<file path="src/h264d_pkg.sv">
`timescale 1ns / 1ps
// Package for the H.264 RTP depacketizer: result kind codes, NAL type codes
// and the result record types. No dependencies.
package h264d_pkg;

	// Kind of one result word.
	localparam logic [1:0] KIND_DATA  = 2'd0;
	localparam logic [1:0] KIND_END   = 2'd1;
	localparam logic [1:0] KIND_CLOSE = 2'd2;
	localparam logic [1:0] KIND_ABORT = 2'd3;

	// NAL unit types handled specially.
	localparam logic [4:0] TYPE_STAP_A = 5'd24;
	localparam logic [4:0] TYPE_FU_A   = 5'd28;

	// FU header bit positions.
	localparam int FU_START_BIT = 7;
	localparam int FU_END_BIT   = 6;

	typedef struct packed {
		logic [7:0] data;
		logic [1:0] kind;
		logic       first;
	} res_t;

	// All results caused by one accepted payload word.
	typedef struct packed {
		res_t r1;
		res_t r0;
		logic two;
	} bundle_t;

endpackage

</file>
<file path="src/h264d_in_if.sv">
`timescale 1ns / 1ps
// Payload channel of the H.264 RTP depacketizer: one RTP payload byte a word.
// Stands alone; no package needed.
interface h264d_in_if;
	logic        valid;
	logic        ready;
	logic [7:0]  payload_byte;
	logic        packet_first;
	logic        packet_last;
	logic [15:0] seq_number;

	modport source (output valid, output payload_byte, output packet_first,
		output packet_last, output seq_number, input ready);
	modport sink (input valid, input payload_byte, input packet_first,
		input packet_last, input seq_number, output ready);
endinterface

</file>
<file path="src/h264d_out_if.sv">
`timescale 1ns / 1ps
// NAL channel of the H.264 RTP depacketizer: one NAL byte or marker a word.
// Stands alone; no package needed.
interface h264d_out_if;
	logic       valid;
	logic       ready;
	logic [7:0] out_byte;
	logic [1:0] kind;
	logic       nal_first;
	logic       run_last;

	modport source (output valid, output out_byte, output kind,
		output nal_first, output run_last, input ready);
	modport sink (input valid, input out_byte, input kind,
		input nal_first, input run_last, output ready);
endinterface

</file>
<file path="src/h264_rtp_depacketizer.sv">
`timescale 1ns / 1ps
// H.264 RTP depacketizer top level. An accepted word's results are registered in the
// result queue before being offered. Throughput: one payload word per cycle while
// each word yields at most one result and nal.ready is high; a word with two results
// is offered as two words, which sets the sustained rate. The two-entry result queue
// lets input be taken while results wait. Reset (arst_n low, asynchronous) clears all
// parsing state and empties the queue; the first packet afterwards is always taken.
module h264_rtp_depacketizer
	import h264d_pkg::*;
(
	input logic         clk,
	input logic         arst_n,
	h264d_in_if.sink    pkt,
	h264d_out_if.source nal
);

	// Packet parsing mode. Idle also covers a discarded packet.
	typedef enum logic [1:0] {
		MODE_IDLE,
		MODE_SINGLE,
		MODE_STAP,
		MODE_FU
	} mode_t;

	// Parsing state.
	logic [15:0] last_seq_q;
	logic        seq_seen_q;
	mode_t       mode_q;
	logic [1:0]  byte_pos_q;
	logic [1:0]  agg_phase_q;
	logic [15:0] agg_rem_q;
	logic        frag_open_q;
	logic [2:0]  ind_q;
	logic        frag_ends_q;

	logic [15:0] last_seq_d;
	logic        seq_seen_d;
	mode_t       mode_d;
	logic [1:0]  byte_pos_d;
	logic [1:0]  agg_phase_d;
	logic [15:0] agg_rem_d;
	logic        frag_open_d;
	logic [2:0]  ind_d;
	logic        frag_ends_d;

	// Results of the current word.
	res_t       res_d [2];
	logic [1:0] n_res;

	// Result queue: two bundles, each holding the results of one word.
	bundle_t    buf_q [2];
	logic       wptr_q;
	logic       rptr_q;
	logic [1:0] cnt_q;
	logic       sub_q;

	logic       accept;
	logic       push;
	logic       pop;
	logic       out_hs;
	bundle_t    head;
	res_t       head_res;
	logic [15:0] seq_diff;
	logic        late;
	logic        stap_open;
	logic        open_nal;
	logic [15:0] rem_dec;

	// A packet is late when its serial distance from the last accepted one
	// is negative, half-range included.
	assign seq_diff = pkt.seq_number - last_seq_q;
	assign late     = seq_seen_q && seq_diff[15];
	assign rem_dec  = agg_rem_q - 16'd1;

	assign stap_open = (mode_q == MODE_STAP) && (agg_phase_q == 2'd2);
	assign open_nal  = (mode_q == MODE_SINGLE) || stap_open
		|| ((mode_q == MODE_FU) && frag_open_q);

	// Output side: a bundle leaves the queue once its last result is taken.
	assign head     = buf_q[rptr_q];
	assign head_res = sub_q ? head.r1 : head.r0;
	assign nal.valid     = (cnt_q != 2'd0);
	assign nal.out_byte  = head_res.data;
	assign nal.kind      = head_res.kind;
	assign nal.nal_first = head_res.first;
	assign nal.run_last  = sub_q || !head.two;
	assign out_hs = nal.valid && nal.ready;
	assign pop    = out_hs && (sub_q || !head.two);

	// A word is taken whenever a bundle slot is free now or frees this cycle;
	// every word may need a slot.
	assign pkt.ready = (cnt_q != 2'd2) || pop;
	assign accept    = pkt.valid && pkt.ready;
	assign push      = accept && (n_res != 2'd0);

	// Single pass through the packet parser for one payload byte.
	always_comb begin
		last_seq_d  = last_seq_q;
		seq_seen_d  = seq_seen_q;
		mode_d      = mode_q;
		byte_pos_d  = byte_pos_q;
		agg_phase_d = agg_phase_q;
		agg_rem_d   = agg_rem_q;
		frag_open_d = frag_open_q;
		ind_d       = ind_q;
		frag_ends_d = frag_ends_q;
		res_d[0]    = '0;
		res_d[1]    = '0;
		n_res       = 2'd0;

		if (pkt.packet_first) begin
			// A new packet while the previous one never ended: drop what is open.
			if (mode_q != MODE_IDLE) begin
				if (open_nal) begin
					res_d[n_res[0]] = '{data: 8'd0, kind: KIND_ABORT, first: 1'b0};
					n_res = n_res + 2'd1;
				end
				if (mode_q == MODE_FU) begin
					frag_open_d = 1'b0;
				end
				mode_d = MODE_IDLE;
			end
			if (!late) begin
				last_seq_d = pkt.seq_number;
				seq_seen_d = 1'b1;
				if (pkt.payload_byte[4:0] == TYPE_FU_A) begin
					ind_d      = pkt.payload_byte[7:5];
					byte_pos_d = 2'd1;
					mode_d     = pkt.packet_last ? MODE_IDLE : MODE_FU;
				end else begin
					// Any other packet type ends a pending fragmented NAL.
					if (frag_open_d) begin
						res_d[n_res[0]] = '{data: 8'd0, kind: KIND_ABORT, first: 1'b0};
						n_res = n_res + 2'd1;
						frag_open_d = 1'b0;
					end
					if (pkt.payload_byte[4:0] == TYPE_STAP_A) begin
						agg_phase_d = 2'd0;
						agg_rem_d   = 16'd0;
						mode_d      = pkt.packet_last ? MODE_IDLE : MODE_STAP;
					end else begin
						res_d[n_res[0]] = '{data: pkt.payload_byte,
							kind: pkt.packet_last ? KIND_END : KIND_DATA, first: 1'b1};
						n_res = n_res + 2'd1;
						mode_d = pkt.packet_last ? MODE_IDLE : MODE_SINGLE;
					end
				end
			end
		end else begin
			case (mode_q)
				MODE_SINGLE: begin
					res_d[0] = '{data: pkt.payload_byte,
						kind: pkt.packet_last ? KIND_END : KIND_DATA, first: 1'b0};
					n_res = 2'd1;
				end
				MODE_STAP: begin
					case (agg_phase_q)
						2'd0: begin
							agg_rem_d   = {pkt.payload_byte, 8'd0};
							agg_phase_d = 2'd1;
						end
						2'd1: begin
							agg_rem_d   = {agg_rem_q[15:8], pkt.payload_byte};
							// A zero-length unit is skipped.
							agg_phase_d = ({agg_rem_q[15:8], pkt.payload_byte} != 16'd0)
								? 2'd2 : 2'd0;
							byte_pos_d  = 2'd0;
						end
						default: begin
							byte_pos_d = 2'd1;
							agg_rem_d  = rem_dec;
							if (rem_dec == 16'd0) begin
								res_d[0] = '{data: pkt.payload_byte, kind: KIND_END,
									first: (byte_pos_q == 2'd0)};
								n_res       = 2'd1;
								agg_phase_d = 2'd0;
							end else begin
								res_d[0] = '{data: pkt.payload_byte, kind: KIND_DATA,
									first: (byte_pos_q == 2'd0)};
								n_res = 2'd1;
								// Packet ends inside a unit: the unit is truncated.
								if (pkt.packet_last) begin
									res_d[1] = '{data: 8'd0, kind: KIND_ABORT, first: 1'b0};
									n_res    = 2'd2;
								end
							end
						end
					endcase
				end
				MODE_FU: begin
					if (byte_pos_q == 2'd1) begin
						// FU header byte.
						frag_ends_d = pkt.payload_byte[FU_END_BIT];
						byte_pos_d  = 2'd2;
						if (pkt.payload_byte[FU_START_BIT]) begin
							if (frag_open_q) begin
								res_d[n_res[0]] = '{data: 8'd0, kind: KIND_ABORT,
									first: 1'b0};
								n_res = n_res + 2'd1;
							end
							frag_open_d = 1'b1;
							// Rebuilt NAL header: F and NRI from the indicator,
							// type from the FU header.
							if (pkt.packet_last && pkt.payload_byte[FU_END_BIT]) begin
								res_d[n_res[0]] = '{data: {ind_q, pkt.payload_byte[4:0]},
									kind: KIND_END, first: 1'b1};
								frag_open_d = 1'b0;
							end else begin
								res_d[n_res[0]] = '{data: {ind_q, pkt.payload_byte[4:0]},
									kind: KIND_DATA, first: 1'b1};
							end
							n_res = n_res + 2'd1;
						end else if (!frag_open_q) begin
							// Orphan fragment: discard the rest of the packet.
							mode_d = MODE_IDLE;
						end else if (pkt.packet_last && pkt.payload_byte[FU_END_BIT]) begin
							res_d[0]    = '{data: 8'd0, kind: KIND_CLOSE, first: 1'b0};
							n_res       = 2'd1;
							frag_open_d = 1'b0;
						end
					end else begin
						if (pkt.packet_last && frag_ends_q) begin
							res_d[0]    = '{data: pkt.payload_byte, kind: KIND_END,
								first: 1'b0};
							frag_open_d = 1'b0;
						end else begin
							res_d[0] = '{data: pkt.payload_byte, kind: KIND_DATA,
								first: 1'b0};
						end
						n_res = 2'd1;
					end
				end
				default: begin
				end
			endcase
			if (pkt.packet_last) begin
				mode_d = MODE_IDLE;
			end
		end
	end

	// Parsing state and queue control.
	always_ff @(posedge clk or negedge arst_n) begin
		if (!arst_n) begin
			last_seq_q  <= '0;
			seq_seen_q  <= 1'b0;
			mode_q      <= MODE_IDLE;
			byte_pos_q  <= '0;
			agg_phase_q <= '0;
			agg_rem_q   <= '0;
			frag_open_q <= 1'b0;
			ind_q       <= '0;
			frag_ends_q <= 1'b0;
			wptr_q      <= 1'b0;
			rptr_q      <= 1'b0;
			cnt_q       <= '0;
			sub_q       <= 1'b0;
		end else begin
			if (accept) begin
				last_seq_q  <= last_seq_d;
				seq_seen_q  <= seq_seen_d;
				mode_q      <= mode_d;
				byte_pos_q  <= byte_pos_d;
				agg_phase_q <= agg_phase_d;
				agg_rem_q   <= agg_rem_d;
				frag_open_q <= frag_open_d;
				ind_q       <= ind_d;
				frag_ends_q <= frag_ends_d;
			end
			if (push) begin
				wptr_q <= !wptr_q;
			end
			if (pop) begin
				rptr_q <= !rptr_q;
			end
			cnt_q <= cnt_q + {1'b0, push} - {1'b0, pop};
			if (out_hs) begin
				sub_q <= !pop;
			end
		end
	end

	// Queue payload needs no reset.
	always_ff @(posedge clk) begin
		if (push) begin
			buf_q[wptr_q] <= '{r1: res_d[1], r0: res_d[0], two: (n_res == 2'd2)};
		end
	end

endmodule
</file>
<file path="src/flat_wrapper.sv">
// flat-port wrapper written by rule: the top's interface ports become plain ports
module h264_rtp_depacketizer_flat import h264d_pkg::*;
  (clk, arst_n, pkt_valid, pkt_payload_byte, pkt_packet_first, pkt_packet_last, pkt_seq_number, pkt_ready, nal_valid, nal_out_byte, nal_kind, nal_nal_first, nal_run_last, nal_ready);
  h264d_in_if pkt_i ();
  h264d_out_if nal_i ();
  input logic clk;
  input logic arst_n;
  input wire logic [$bits(pkt_i.valid)-1:0] pkt_valid;
  input wire logic [$bits(pkt_i.payload_byte)-1:0] pkt_payload_byte;
  input wire logic [$bits(pkt_i.packet_first)-1:0] pkt_packet_first;
  input wire logic [$bits(pkt_i.packet_last)-1:0] pkt_packet_last;
  input wire logic [$bits(pkt_i.seq_number)-1:0] pkt_seq_number;
  output wire logic [$bits(pkt_i.ready)-1:0] pkt_ready;
  output wire logic [$bits(nal_i.valid)-1:0] nal_valid;
  output wire logic [$bits(nal_i.out_byte)-1:0] nal_out_byte;
  output wire logic [$bits(nal_i.kind)-1:0] nal_kind;
  output wire logic [$bits(nal_i.nal_first)-1:0] nal_nal_first;
  output wire logic [$bits(nal_i.run_last)-1:0] nal_run_last;
  input wire logic [$bits(nal_i.ready)-1:0] nal_ready;
  assign pkt_i.valid = pkt_valid;
  assign pkt_i.payload_byte = pkt_payload_byte;
  assign pkt_i.packet_first = pkt_packet_first;
  assign pkt_i.packet_last = pkt_packet_last;
  assign pkt_i.seq_number = pkt_seq_number;
  assign pkt_ready = pkt_i.ready;
  assign nal_valid = nal_i.valid;
  assign nal_out_byte = nal_i.out_byte;
  assign nal_kind = nal_i.kind;
  assign nal_nal_first = nal_i.nal_first;
  assign nal_run_last = nal_i.run_last;
  assign nal_i.ready = nal_ready;
  h264_rtp_depacketizer u_core (.clk(clk), .arst_n(arst_n), .pkt(pkt_i), .nal(nal_i));
endmodule
</file>
<file path="config.mk">
export PLATFORM = sky130hd
export DESIGN_NAME = h264_rtp_depacketizer_flat
export DESIGN_NICKNAME = d
export VERILOG_FILES = /design/src/h264d_pkg.sv /design/src/h264d_in_if.sv /design/src/h264d_out_if.sv /design/src/h264_rtp_depacketizer.sv /design/src/flat_wrapper.sv
export SDC_FILE = /design/constraint.sdc
export NUM_CORES = 1
export LEC_CHECK = 0
export ABC_AREA = 1
export BUFFER_PORTS_ARGS = -buffer_cell sky130_fd_sc_hd__buf_2
export CELL_PAD_IN_SITES_DETAIL_PLACEMENT = 1
export CELL_PAD_IN_SITES_GLOBAL_PLACEMENT = 1
export CORE_ASPECT_RATIO = 0.6
export CORE_MARGIN = 2
export CORE_UTILIZATION = 25
export CTS_BUF_LIST = sky130_fd_sc_hd__clkbuf_4 sky130_fd_sc_hd__clkbuf_8
export DETAILED_ROUTE_END_ITERATION = 12
export GPL_TIMING_DRIVEN = 0
export PLACE_DENSITY = 0.46
export SLEW_MARGIN = 20
export SYNTH_ARGS = -nofsm -noshare
export SYNTH_HDL_FRONTEND = slang
export SYNTH_SLANG_ARGS = --single-unit
</file>
<file path="constraint.sdc">
create_clock -name clk -period 4.3 [get_ports clk]
set_input_delay 0 -clock clk [delete_from_list [all_inputs] [get_ports clk]]
set_output_delay 0 -clock clk [all_outputs]
set_load 0.05 [all_outputs]
</file>
==> metrics.md, run 1 <==
| Metric | Value |
|---|---|
| Met1 Track Usage GR | `around 28%` |
| Switching share of power | `between 50% and 60%` |
| Multiplexer share of the synthesized area | `less than 1%` |
| Dpl hpwl | `around 15 mm` |
| Peak VDD IR | `roughly 0.00025 V` |
| CP most frequent cell | `nand2_1` |
| Fill count | `2,645` |
| Die width | `between 150 and 200 um` |
| Initial Utilization | `between 20% and 30%` |
| Netlist cell types | `44` |
| Fin crit period | `approximately 4 ns` |
| CP required | `4.26 ns` |
| Flop pwr share | `between 20% and 30%` |
| FF-to-FF path depth | `13` |
| Simple-Gate Fraction of Synth Area | `a little under a quarter` |
| Residual DRC | `0` |
| Fmax | `approximately 250 MHz` |
| Kind of cell adding the most delay to the critical path | `simple AND/OR/NAND/NOR gates` |
| Adder-cell share of the synthesized area | `between 5 and 6%` |
| Initial antenna violation count | `0` |
| Combinational power share | `61.1%` |
| Number of CTS-inserted buffers | `9` |
| TritonCTS clock tree | `done` |
| Pleak | `roughly 2.8 nW` |
| Placer Congestion | `0.827` |
| Max Clock Skew | `approximately 0.020 ns` |
| Yosys reg bits | `95` |
| First-pass GRT wire length | `a little over 30 mm` |
| Worst R2R End | `u_core.buf_q[0][5]$_DFFE_PP_` |
| DR WL/cell | `approximately 18 um` |
| Layout cells sized above 1 | `~14%` |
| Clk_lat worst skew | `around 0.4 ns` |
| Port Buffer Count | `43` |
| Drt first pass iters | `4` |
| Crit Path Max Fanout | `23` |
| Depth of the CTS H-tree | `3` |
| ANT nets after route | `0` |
| Clk pwr share | `about a tenth` |
| Final setup violation count | `0` |
| Die Area | `~23,000 um2` |
| Worst Hold Depth | `3` |
| Non-filler cells in the finished layout | `around 1.0k` |
| Post-synthesis async set-or-reset flop share | `about half` |
| Post-synthesis sequential area ratio | `47.0%` |
| Switching power | `~2.9 mW` |
| EDFF count, synth | `46` |
| DP Cell Count | `roughly 1k` |
| Synth Area in XOR/XNOR | `roughly 1.4%` |
| RSZ-0062 raised after global routing | `false` |
| WL final | `~19 mm` |
| Clk sinks | `95` |
| Pin count of the biggest net entering global routing | `50` |
| Max Root-Sink Buffers | `2` |
| Critical Path Sink Type | `flip-flop` |
| Final worst-path cycle share | `around 92%` |
| Hold Crit Start | `pkt_payload_byte[5]` |
| GRT Residual Overflow | `0` |
| Count of final hold-check violations | `0` |
| Ys Warns | `0` |
| FP Rows | `42` |
| Post-Syn Area | `5550 um2` |
| Via count | `between 5k and 6k` |
| NumNets Final | `798` |
| Root buf cell | `clkbuf_8` |
| Vias in the first global route | `5,149` |
| Critical path's largest stage delay | `about 0.50 ns` |
| Worst r2r src | `u_core.mode_q[1]$_DFFE_PN0P_` |
| CORE AREA | `roughly 22,000 um2` |
| Top-Level Pins | `44` |
| Die Height | `119 um` |
| Gr busiest metal | `met1` |
| Flip-flop and latch area | `between 2000 and 3000 um2` |
| Multi-input gate area | `between 2000 and 3000 um2` |
| All-Layer GR Usage | `~17%` |
| Slew Viols, Final | `0` |
| HP Class | `in2reg` |
| Pwr/cell area | `about 830 nW/um2` |
| Max Cap Viol | `0` |
| R2R Setup Slk | `0.33 ns` |
| Worst Path Buf+Inv | `3` |
| Clock transition at the registers of the reported paths | `around 0.10 ns` |
| Grt met3 use | `under 10%` |
| Antenna Cells | `0` |
| CP max-delay cell | `clkinvlp_4` |
| Worst path cell trace | `inv_1 -> nor2_1 -> nand2_1 -> o221ai_1 -> inv_1 -> ha_1 -> ha_1 -> nand2_1 -> a21oi_1 -> nand2_1 -> nand4_2 -> nand3_1 -> clkinvlp_4` |
| Largest family of logic cells by synthesized area | `simple AND/OR/NAND/NOR gates` |
| Worst Setup Start Kind | `flip-flop` |
| Ys flop type | `dfrtp_1` |
| Synth Net Count | `725` |
| Slew @ Worst Pin | `around 0.9 ns` |
| Relative slew margins | `41.1%` |
| Synth Instances | `roughly 670` |
| Worst Path Arrival | `3.94 ns` |
| Hold endpoint | `u_core.ind_q[0]$_DFFE_PN0P_` |
| Via-per-instance ratio | `4.85` |
| Outcome | `finished clean` |
| Post-synthesis compound-gate area fraction | `about 16%` |
| Pint | `around 2.5 mW` |
| Mean Syn Cell Area | `~8.3 um2` |
| Layout area overhead | `17.3%` |
| Critical path class | `reg2reg` |
| Final core area utilization | `between 20 and 30%` |
| DRT iter0 DRCs | `about 340` |
| Met2 usage | `between 20 and 25%` |
## registers in the layout, indices dropped and copies added (netlist names), 2 cells and up
register,cells
u_core.buf_q,46
u_core.agg_rem_q,16
u_core.last_seq_q,16
u_core.ind_q,3
u_core.agg_phase_q,2
u_core.byte_pos_q,2
u_core.cnt_q,2
u_core.mode_q,2
## logic make-up (layout without fill, tap and decap cells)
family,count (synthesis),in the layout
adders and majority gates,23,23
buffers and inverters,104,182
and+or+nand+nor,289,289
DFF,95,95
AOI/OAI and AO/OA,152,152
muxes,1,1
xor gates and xnor gates,8,8
## synthesized netlist by cell type (4+ instances only)
cell type,number,share of area [%]
nand4_1,7,0.79
ha_1,23,5.2
nor2_1,59,4.0
clkbuf_1,8,0.54
o32ai_1,4,0.63
o21ai_0,70,6.3
xor2_1,4,0.63
edfxtp_1,46,25
nor2_2,11,1.2
nand3_2,5,0.90
dfrtp_1,49,22
o21ai_1,18,1.6
inv_2,5,0.34
inv_1,81,5.5
o22ai_1,30,3.4
nand2_1,148,10
a21oi_1,17,1.5
nand2_2,6,0.68
nor2_4,4,0.81
nand3_1,37,3.3
## worst reg2reg max path, cell delays in order, from the launching register on
cell	delay [ns]
dfrtp_1	0.42
inv_1	0.13
nor2_1	0.35
nand2_1	0.19
o221ai_1	0.47
inv_1	0.18
ha_1	0.42
ha_1	0.32
nand2_1	0.07
a21oi_1	0.06
nand2_1	0.11
nand4_2	0.13
nand3_1	0.16
clkinvlp_4	0.50
## layer usage
layer / vias up / wire length [um] / share of wire (%)
li1: 2419 / - / -
met1: 2510 / 10900 / 58
met2: 90 / 7000 / 37
met3: 8 / 800 / 4.2
met4: 0 / 163 / 0.86
met5: - / 0 / 0
## area by class of cell
class / count / share of cell area, %
inverters: 87 / 5.10
multi-input cells: 473 / 39.1
clock inverters: 7 / 0.731
clock buffers: 9 / 1.90
repair buffers: 62 / 6.43
well taps: 286 / 5.50
plain buffers: 17 / 1.17
flip-flops and latches: 95 / 40.1
## power groups by stage
stage	clock network, mW	logic (mW)	registers (mW)
detailed placement	0	3.30	1.56
CTS	0.593	3.32	1.55
finish	0.565	3.31	1.54
floorplan	0	2.35	1.50
global placement	0	3.24	1.56
global route	0.624	3.73	1.59
## how the worst max path moves through the flow
stage	startpoint	endpoint	cells after the start	slack, ns
2_1_floorplan	u_core.mode_q[1]$_DFFE_PN0P_	u_core.buf_q[1][0]$_DFFE_PP_	13	0.81
3_3_place_gp	u_core.mode_q[1]$_DFFE_PN0P_	u_core.buf_q[1][4]$_DFFE_PP_	13	-0.73
3_5_place_dp	u_core.mode_q[1]$_DFFE_PN0P_	u_core.buf_q[0][15]$_DFFE_PP_	13	0.23
4_1_cts	u_core.mode_q[1]$_DFFE_PN0P_	u_core.buf_q[0][16]$_DFFE_PP_	13	0.21
5_1_grt	u_core.mode_q[1]$_DFFE_PN0P_	u_core.buf_q[0][7]$_DFFE_PP_	13	0.02
6_report	u_core.mode_q[1]$_DFFE_PN0P_	u_core.buf_q[0][5]$_DFFE_PP_	13	0.33
## metrics by stage
step	setup WS (ns)	setup TNS, ns	instance area, um2	hold slack, ns	total power [mW]
final	0.327	0	6500	0.0365	5.41
after floorplan	0.806	0	5550	-0.296	3.85
after CTS	0.206	0	6500	0.0115	5.46
after detailed placement	0.226	0	6150	0.120	4.86
after global placement	-0.728	-16.66	6120	0.227	4.80
after global routing	0.0234	0	6500	0.0110	5.94
## layout by cell type, fill, tap and decap left out, types with 3 or more instances in the layout
| master | n |
|---|---|
| nor2_1 | 58 |
| nand4_1 | 7 |
| inv_2 | 5 |
| buf_4 | 3 |
| or2_2 | 3 |
| dfrtp_1 | 49 |
| o21ai_0 | 70 |
| nand3_2 | 5 |
| nand2_1 | 148 |
| inv_1 | 80 |
| clkinvlp_4 | 4 |
| buf_2 | 45 |
| nor3_1 | 3 |
| nand2_2 | 6 |
| nor2_2 | 11 |
| buf_1 | 3 |
| xnor2_1 | 3 |
| clkbuf_8 | 9 |
| dlygate4sd3_1 | 18 |
| nor2_4 | 5 |
| clkbuf_1 | 8 |
| xor2_1 | 4 |
| edfxtp_1 | 46 |
| ha_1 | 23 |
| o32ai_1 | 4 |
| a21oi_1 | 17 |
| o21ai_1 | 18 |
| nand3_1 | 37 |
| o22ai_1 | 30 |
## timing repair
action | 4_1_cts | 5_1_grt
hold buffers | 18 | 0
gates resized for setup | 0 | 1
endpoints found under the setup margin | 0 | 23
hold endpoints to repair | 67 | 0
buffers inserted | 0 | 0
Power figures use the tool's default switching activity.
==> run 2: changes to the inputs <==
Settings changed: CORE_MARGIN 2 to 1.
==> metrics.md, run 2 (same netlist as run 1, synthesis figures left out) <==
| Metric | Value |
|---|---|
| Outcome | `finished clean` |
| Via count | `5,088 (+1.2%)` |
| GRT Residual Overflow | `0 (unchanged)` |
| Hold endpoint | `u_core.ind_q[0]$_DFFE_PN0P_` |
| Max Cap Viol | `0 (unchanged)` |
| Hold Crit Start | `pkt_payload_byte[5]` |
| Placer Congestion | `0.807 (-2.4%)` |
| Slew Viols, Final | `0 (unchanged)` |
| Worst path cell trace | `inv_1 -> nor2_1 -> nand2_1 -> o221ai_1 -> inv_1 -> ha_1 -> ha_1 -> nand2_1 -> a21oi_1 -> nand2_1 -> nand4_2 -> nand3_1 -> clkinvlp_4 -> buf_4` |
| Initial Utilization | `25.9% (+0.62 points)` |
| NumNets Final | `802 (+0.50%)` |
| Die Height | `117 um (-1.7%)` |
| CP most frequent cell | `nand2_1` |
| Worst Hold Depth | `3 (unchanged)` |
| Pint | `2.59 mW (+3.5%)` |
| Top-Level Pins | `44 (unchanged)` |
| Residual DRC | `0 (unchanged)` |
| Max reg flops | `46 (unchanged)` |
| Final setup violation count | `0 (unchanged)` |
| CORE AREA | `21,400 um2 (-2.4%)` |
| Commonest non-fill, non-tap cells in the layout | `nand2_1, inv_1, o21ai_0, nor2_1, dfrtp_1` |
| ANT nets after route | `0 (unchanged)` |
| Commonest non-fill, non-tap cell in the layout | `nand2_1` |
| Clk pwr share | `11.6% (+1.2 points)` |
| Initial antenna violation count | `0 (unchanged)` |
| Fill count | `2,571 (-2.8%)` |
| Worst r2r src | `u_core.mode_q[1]$_DFFE_PN0P_` |
| Clock transition at the registers of the reported paths | `0.10 ns (about the same)` |
| CP required | `4.39 ns (+0.13 ns)` |
| Final worst-path cycle share | `92.1% (-0.28 points)` |
| Number of CTS-inserted buffers | `9 (unchanged)` |
| WL final | `19.8 mm (+4.8%)` |
| Combinational power share | `60.6% (-0.5 points)` |
| Die Area | `22,800 um2 (-2.7%)` |
| Dpl hpwl | `15.3 mm (+3.4%)` |
| Fin crit period | `3.96 ns (-0.0121 ns)` |
| Fmax | `252 MHz (+0.31%)` |
| TritonCTS clock tree | `done` |
| Switching share of power | `53.5% (-0.22 points)` |
| Placed Instance Area | `6140 um2 (-0.14%)` |
| Worst Setup Start Kind | `flip-flop` |
| Layout cells sized above 1 | `14.9% (+0.72 points)` |
| Biggest register | `u_core.buf_q` |
| Root buf cell | `clkbuf_8` |
| Die width | `194 um (-1.0%)` |
| FF-to-FF path depth | `14 (+1)` |
| DRT iter0 DRCs | `318 (-6.2%)` |
| Pleak | `2.86 nW (+1.4%)` |
| Worst hold slack | `0.0492 ns (+0.0127 ns)` |
| All-Layer GR Usage | `18.2% (+0.97 points)` |
| R2R Setup Slk | `0.34 ns (about the same)` |
| Clk sinks | `95 (unchanged)` |
| Drt first pass iters | `4 (unchanged)` |
| Layout area overhead | `18.3%` |
| Max Clock Skew | `0.0205 ns (+0.000185 ns)` |
| First-pass GRT wire length | `31.2 mm (+3.4%)` |
| RSZ-0062 raised after global routing | `false` |
| Pin count of the biggest net entering global routing | `50 (unchanged)` |
| Max Root-Sink Buffers | `2 (unchanged)` |
| Critical path class | `reg2reg` |
| Count of final hold-check violations | `0 (unchanged)` |
| Antenna Cells | `0 (unchanged)` |
| Final Cell Area | `6560 um2 (+0.87%)` |
| Relative slew margins | `32.8% (-8.3 points)` |
| Worst Path Arrival | `4.05 ns (+0.11 ns)` |
| Crit Path Max Fanout | `12 (-48%)` |
| Peak VDD IR | `0.000320 V (+27%)` |
| Via-per-instance ratio | `4.93 (+1.5%)` |
| Clk_lat worst skew | `0.41 ns (about the same)` |
| Vias in the first global route | `5,220 (+1.4%)` |
| Top flop regs | `u_core.buf_q (46), u_core.agg_rem_q (16), u_core.last_seq_q (16)` |
| HP Class | `in2reg` |
| DR WL/cell | `19.2 um (+5.1%)` |
| FP Rows | `41 (-2.4%)` |
| CP max-delay cell | `o221ai_1` |
| Critical path's largest stage delay | `0.50 ns (about the same)` |
| Slew @ Worst Pin | `0.997 ns (+0.123 ns)` |
| Worst R2R End | `u_core.buf_q[0][12]$_DFFE_PP_` |
| Switching power | `2.99 mW (+2.6%)` |
| Depth of the CTS H-tree | `3 (unchanged)` |
| Port Buffer Count | `43 (unchanged)` |
| Critical Path Sink Type | `flip-flop` |
| Pwr/cell area | `850 nW/um2 (+2.1%)` |
| Flop pwr share | `27.7% (-0.8 points)` |
run 2: changes by cell type in the layout (fill, tap and decap cells not counted), sizes merged:
cell / before / now
clkinv: 4 / 3
clkbuf: 18 / 19
buf: 52 / 55
bufinv: 0 / 1
run 2: worst max path at each step:
stage,start,to,cells past startpoint
global route,u_core.mode_q[1]$_DFFE_PN0P_,u_core.buf_q[0][12]$_DFFE_PP_,14
finish,u_core.mode_q[1]$_DFFE_PN0P_,u_core.buf_q[0][12]$_DFFE_PP_,14
CTS,u_core.mode_q[1]$_DFFE_PN0P_,u_core.buf_q[0][1]$_DFFE_PP_,13
detailed placement,u_core.mode_q[1]$_DFFE_PN0P_,u_core.buf_q[0][4]$_DFFE_PP_,13
global placement,u_core.mode_q[1]$_DFFE_PN0P_,u_core.buf_q[1][15]$_DFFE_PP_,13
floorplan,u_core.mode_q[1]$_DFFE_PN0P_,u_core.buf_q[1][0]$_DFFE_PP_,13
run 2: timing repair:
action,in CTS,in global routing
buffers inserted,0,3
gates resized for setup,0,2
hold buffers,18,0
endpoints found under the hold margin,67,0
setup endpoints to repair,0,23
run 2: cell type report:
type | instances | area, um2 | area share [%]
timing repair inverter | 1 | 7.51 | 0.114
clock buffer | 10 | 138 | 2.10
tap | 279 | 349 | 5.32
inverter | 87 | 332 | 5.05
buffer | 17 | 76.3 | 1.16
multi-input combinational | 473 | 2540 | 38.7
timing repair buffer | 65 | 440 | 6.71
sequential | 95 | 2610 | 39.7
clock inverter | 6 | 68.8 | 1.05
run 2: routing by layer:
layer / share of wire (%) / GRT usage [%] / vias up / wire length [um]
met3: 3.9 / 3.62 / 9 / 768
met2: 37 / 23.6 / 84 / 7400
met1: 58 / 29.7 / 2569 / 11500
li1: - / - / 2426 / -
met5: 0 / 0 / - / 0
met4: 0.68 / 3.72 / 0 / 134
run 2: metrics by stage:
stage                     util, %  TNS (ns)  std cells  worst slack, ns  total power, mW
final                        30.7         0       1033            0.339             5.58
after global routing         30.7         0       1033           0.0670             6.08
after CTS                    30.5         0       1029            0.121             5.59
after detailed placement     28.7         0        995            0.157             4.89
after global placement       28.6    -16.77        994           -0.732             4.82
after floorplan                 -         0        672            0.806             3.85
run 2: power groups by stage:
stage          Clock [mW]  Combinational [mW]  Sequential, mW
2_1_floorplan           0                2.35            1.50
3_3_place_gp            0                3.26            1.56
3_5_place_dp            0                3.33            1.57
4_1_cts             0.685                3.35            1.55
5_1_grt             0.718                3.78            1.59
6_report            0.649                3.38            1.55
run 2: worst max-delay path, delay by kind of cell, from the launching register on:
kind / cells / cell delay (ns)
AND/OR/NAND/NOR: 6 / 1.14
adder cells (fa/ha/maj): 2 / 0.74
buffers and inverters: 4 / 0.71
flip-flops: 1 / 0.41
AO/OA/AOI/OAI: 2 / 0.63
==> run 3: changes to the inputs <==
Settings changed: CELL_PAD_IN_SITES_DETAIL_PLACEMENT 1 to not set, CELL_PAD_IN_SITES_GLOBAL_PLACEMENT 1 to not set, PLACE_DENSITY 0.46 to 0.37.
==> metrics.md, run 3 (same netlist as run 1, synthesis figures left out) <==
| Metric | Value |
|---|---|
| Vias in the first global route | `4,702 (-9.9%)` |
| Critical Path Sink Type | `flip-flop` |
| DR WL/cell | `17.0 um (-11%)` |
| Crit Path Max Fanout | `23 (+11)` |
| Worst path depth | `13 (-1)` |
| ANT nets after route | `0 (unchanged)` |
| Final worst-path cycle share | `89.5% (-2.7 points)` |
| FP Rows | `41 (unchanged)` |
| Die width | `194 um (unchanged)` |
| Worst Hold Depth | `3 (unchanged)` |
| Depth of the CTS H-tree | `3 (unchanged)` |
| WL final | `17.5 mm (-12%)` |
| Worst Setup Start Kind | `flip-flop` |
| Critical path class | `reg2reg` |
| Via count | `4,835 (-5.0%)` |
| Fill count | `2,287 (-11%)` |
| Fmax | `260 MHz (+3.0%)` |
| Layout area overhead | `17.9%` |
| DRT iter0 DRCs | `357 (+12%)` |
| FF-to-FF path depth | `13 (-1)` |
| Number of CTS-inserted buffers | `9 (unchanged)` |
| DP Cell Count | `995 (unchanged)` |
| Drt first pass iters | `5 (+1)` |
| Commonest non-fill, non-tap cells in the layout | `nand2_1, inv_1, o21ai_0, nor2_1, dfrtp_1` |
| Initial Utilization | `25.9% (unchanged)` |
| Critical path's largest stage delay | `0.50 ns (about the same)` |
| Die Height | `117 um (unchanged)` |
| Final core area utilization | `30.6% (-0.099 points)` |
| Max Cap Viol | `0 (unchanged)` |
| Multi-input gate area | `2540 um2 (unchanged)` |
| CORE AREA | `21,400 um2 (unchanged)` |
| Layout cells sized above 1 | `14.4% (-0.45 points)` |
| Peak VDD IR | `0.000269 V (-16%)` |
| Crit path from | `u_core.mode_q[1]$_DFFE_PN0P_` |
| Top-Level Pins | `44 (unchanged)` |
| Placer Congestion | `0.867 (+7.5%)` |
| Biggest register | `u_core.buf_q` |
| Clk sinks | `95 (unchanged)` |
| Top flop regs | `u_core.buf_q (46), u_core.agg_rem_q (16), u_core.last_seq_q (16)` |
| CP max-delay cell | `clkinvlp_4` |
| Die Area | `22,800 um2 (unchanged)` |
| Slew Viols, Final | `0 (unchanged)` |
| TritonCTS clock tree | `done` |
| Pin count of the biggest net entering global routing | `50 (unchanged)` |
| Commonest non-fill, non-tap cell in the layout | `nand2_1` |
| Root buf cell | `clkbuf_8` |
| Hold Crit Start | `pkt_payload_byte[5]` |
| Worst Path Arrival | `3.81 ns (-0.24 ns)` |
| Slew @ Worst Pin | `0.865 ns (-0.132 ns)` |
| Non-filler cells in the finished layout | `1,029 (-0.39%)` |
| Initial antenna violation count | `0 (unchanged)` |
| RSZ-0062 raised after global routing | `false` |
| NumNets Final | `798 (-0.50%)` |
| Residual DRC | `0 (unchanged)` |
| Kind of cell adding the most delay to the critical path | `simple AND/OR/NAND/NOR gates` |
| Port Buffer Count | `43 (unchanged)` |
| Pleak | `2.86 nW (about the same)` |
| Final setup violation count | `0 (unchanged)` |
| Fin crit period | `3.85 ns (-0.114 ns)` |
| Max Clock Skew | `0.0177 ns (-0.00279 ns)` |
| HP Class | `in2reg` |
| CP most frequent cell | `nand2_1` |
| Flip-flop and latch area | `2610 um2 (unchanged)` |
| CP required | `4.27 ns (-0.12 ns)` |
| First-pass GRT wire length | `27.9 mm (-11%)` |
| Via-per-instance ratio | `4.70 (-4.6%)` |
| GRT Residual Overflow | `0 (unchanged)` |
| Max Root-Sink Buffers | `2 (unchanged)` |
| Worst path cell trace | `inv_1 -> nor2_1 -> nand2_1 -> o221ai_1 -> inv_1 -> ha_1 -> ha_1 -> nand2_1 -> a21oi_1 -> nand2_1 -> nand4_2 -> nand3_1 -> clkinvlp_4` |
| Worst Path Buf+Inv | `3 (-1)` |
| Clock transition at the registers of the reported paths | `0.10 ns (about the same)` |
| Dpl hpwl | `13.5 mm (-12%)` |
| All-Layer GR Usage | `16.1% (-2.1 points)` |
| Outcome | `finished clean` |
| Antenna Cells | `0 (unchanged)` |
| Pwr/cell area | `832 nW/um2 (-2.2%)` |
| Clk_lat worst skew | `0.40 ns (about the same)` |
| Relative slew margins | `41.7% (+8.9 points)` |
| Count of final hold-check violations | `0 (unchanged)` |
| Worst r2r src | `u_core.mode_q[1]$_DFFE_PN0P_` |
| Max reg flops | `46 (unchanged)` |
run 3: changes by cell type in the layout (fill, tap and decap cells not counted):
cell	delta
buf_4	-3
clkbuf_8	+2
clkinv_2	+1
clkinv_4	-2
clkinvlp_2	-1
clkinvlp_4	-2
inv_4	+1
run 3: metrics by stage:
step | setup WS, ns | hold WS [ns] | total power, mW | setup TNS (ns) | instance area, um2
finish | 0.453 | 0.0145 | 5.44 | 0 | 6540
global route | 0.193 | 0.0169 | 5.95 | 0 | 6540
CTS | 0.307 | 0.000804 | 5.47 | 0 | 6540
detailed placement | 0.365 | 0.104 | 4.77 | 0 | 6140
global placement | -0.579 | 0.226 | 4.75 | -13.24 | 6110
floorplan | 0.806 | -0.296 | 3.85 | 0 | 5550
run 3: where the power goes:
group	internal (mW)	switching (mW)
Sequential	1.35	0.188
Clock	0.318	0.343
Combinational	0.942	2.30
Total	2.61	2.83
run 3: area by class of cell:
type,instances,share of cell area [%]
plain buffers,17,1.17
well taps,279,5.34
repair buffers,62,6.39
clock inverters,4,0.765
multi-input cells,473,38.9
clock buffers,12,2.53
inverters,87,5.07
flip-flops and latches,95,39.9
run 3: worst min-delay path, delay by kind of cell:
kind | cells | cell delay (ns)
buf+inv | 2 | 0.23
compound gates | 1 | 0.14
run 3: path summary, 6_finish.rpt:
| kind | to | slack [ns] |
|---|---|---|
| max | u_core.buf_q[0][18]$_DFFE_PP_ | 0.45 |
| min | u_core.ind_q[0]$_DFFE_PN0P_ | 0.01 |
| max reg2reg | u_core.buf_q[0][18]$_DFFE_PP_ | 0.45 |
| min reg2reg | u_core.wptr_q$_DFFE_PN0N_ | 0.49 |
| max in group asynchronous | u_core.agg_phase_q[0]$_DFFE_PN0P_ | 3.64 |
| min in group asynchronous | u_core.last_seq_q[11]$_DFFE_PN0P_ | 0.17 |
run 3: metal layers:
metal	track usage, %	vias to the layer above	share of wire, %
met4	3.57	0	0.81
met3	4.20	9	5.3
met5	0	-	0
met1	26.7	2311	58
li1	-	2421	-
met2	19.6	94	36
run 3: repair_timing:
item / CTS / global route
hold buffers: 18 / 0
hold endpoints to repair: 67 / 0
endpoints found under the setup margin: 0 / 13
resized for setup: 0 / 1
buffers inserted: 0 / 0
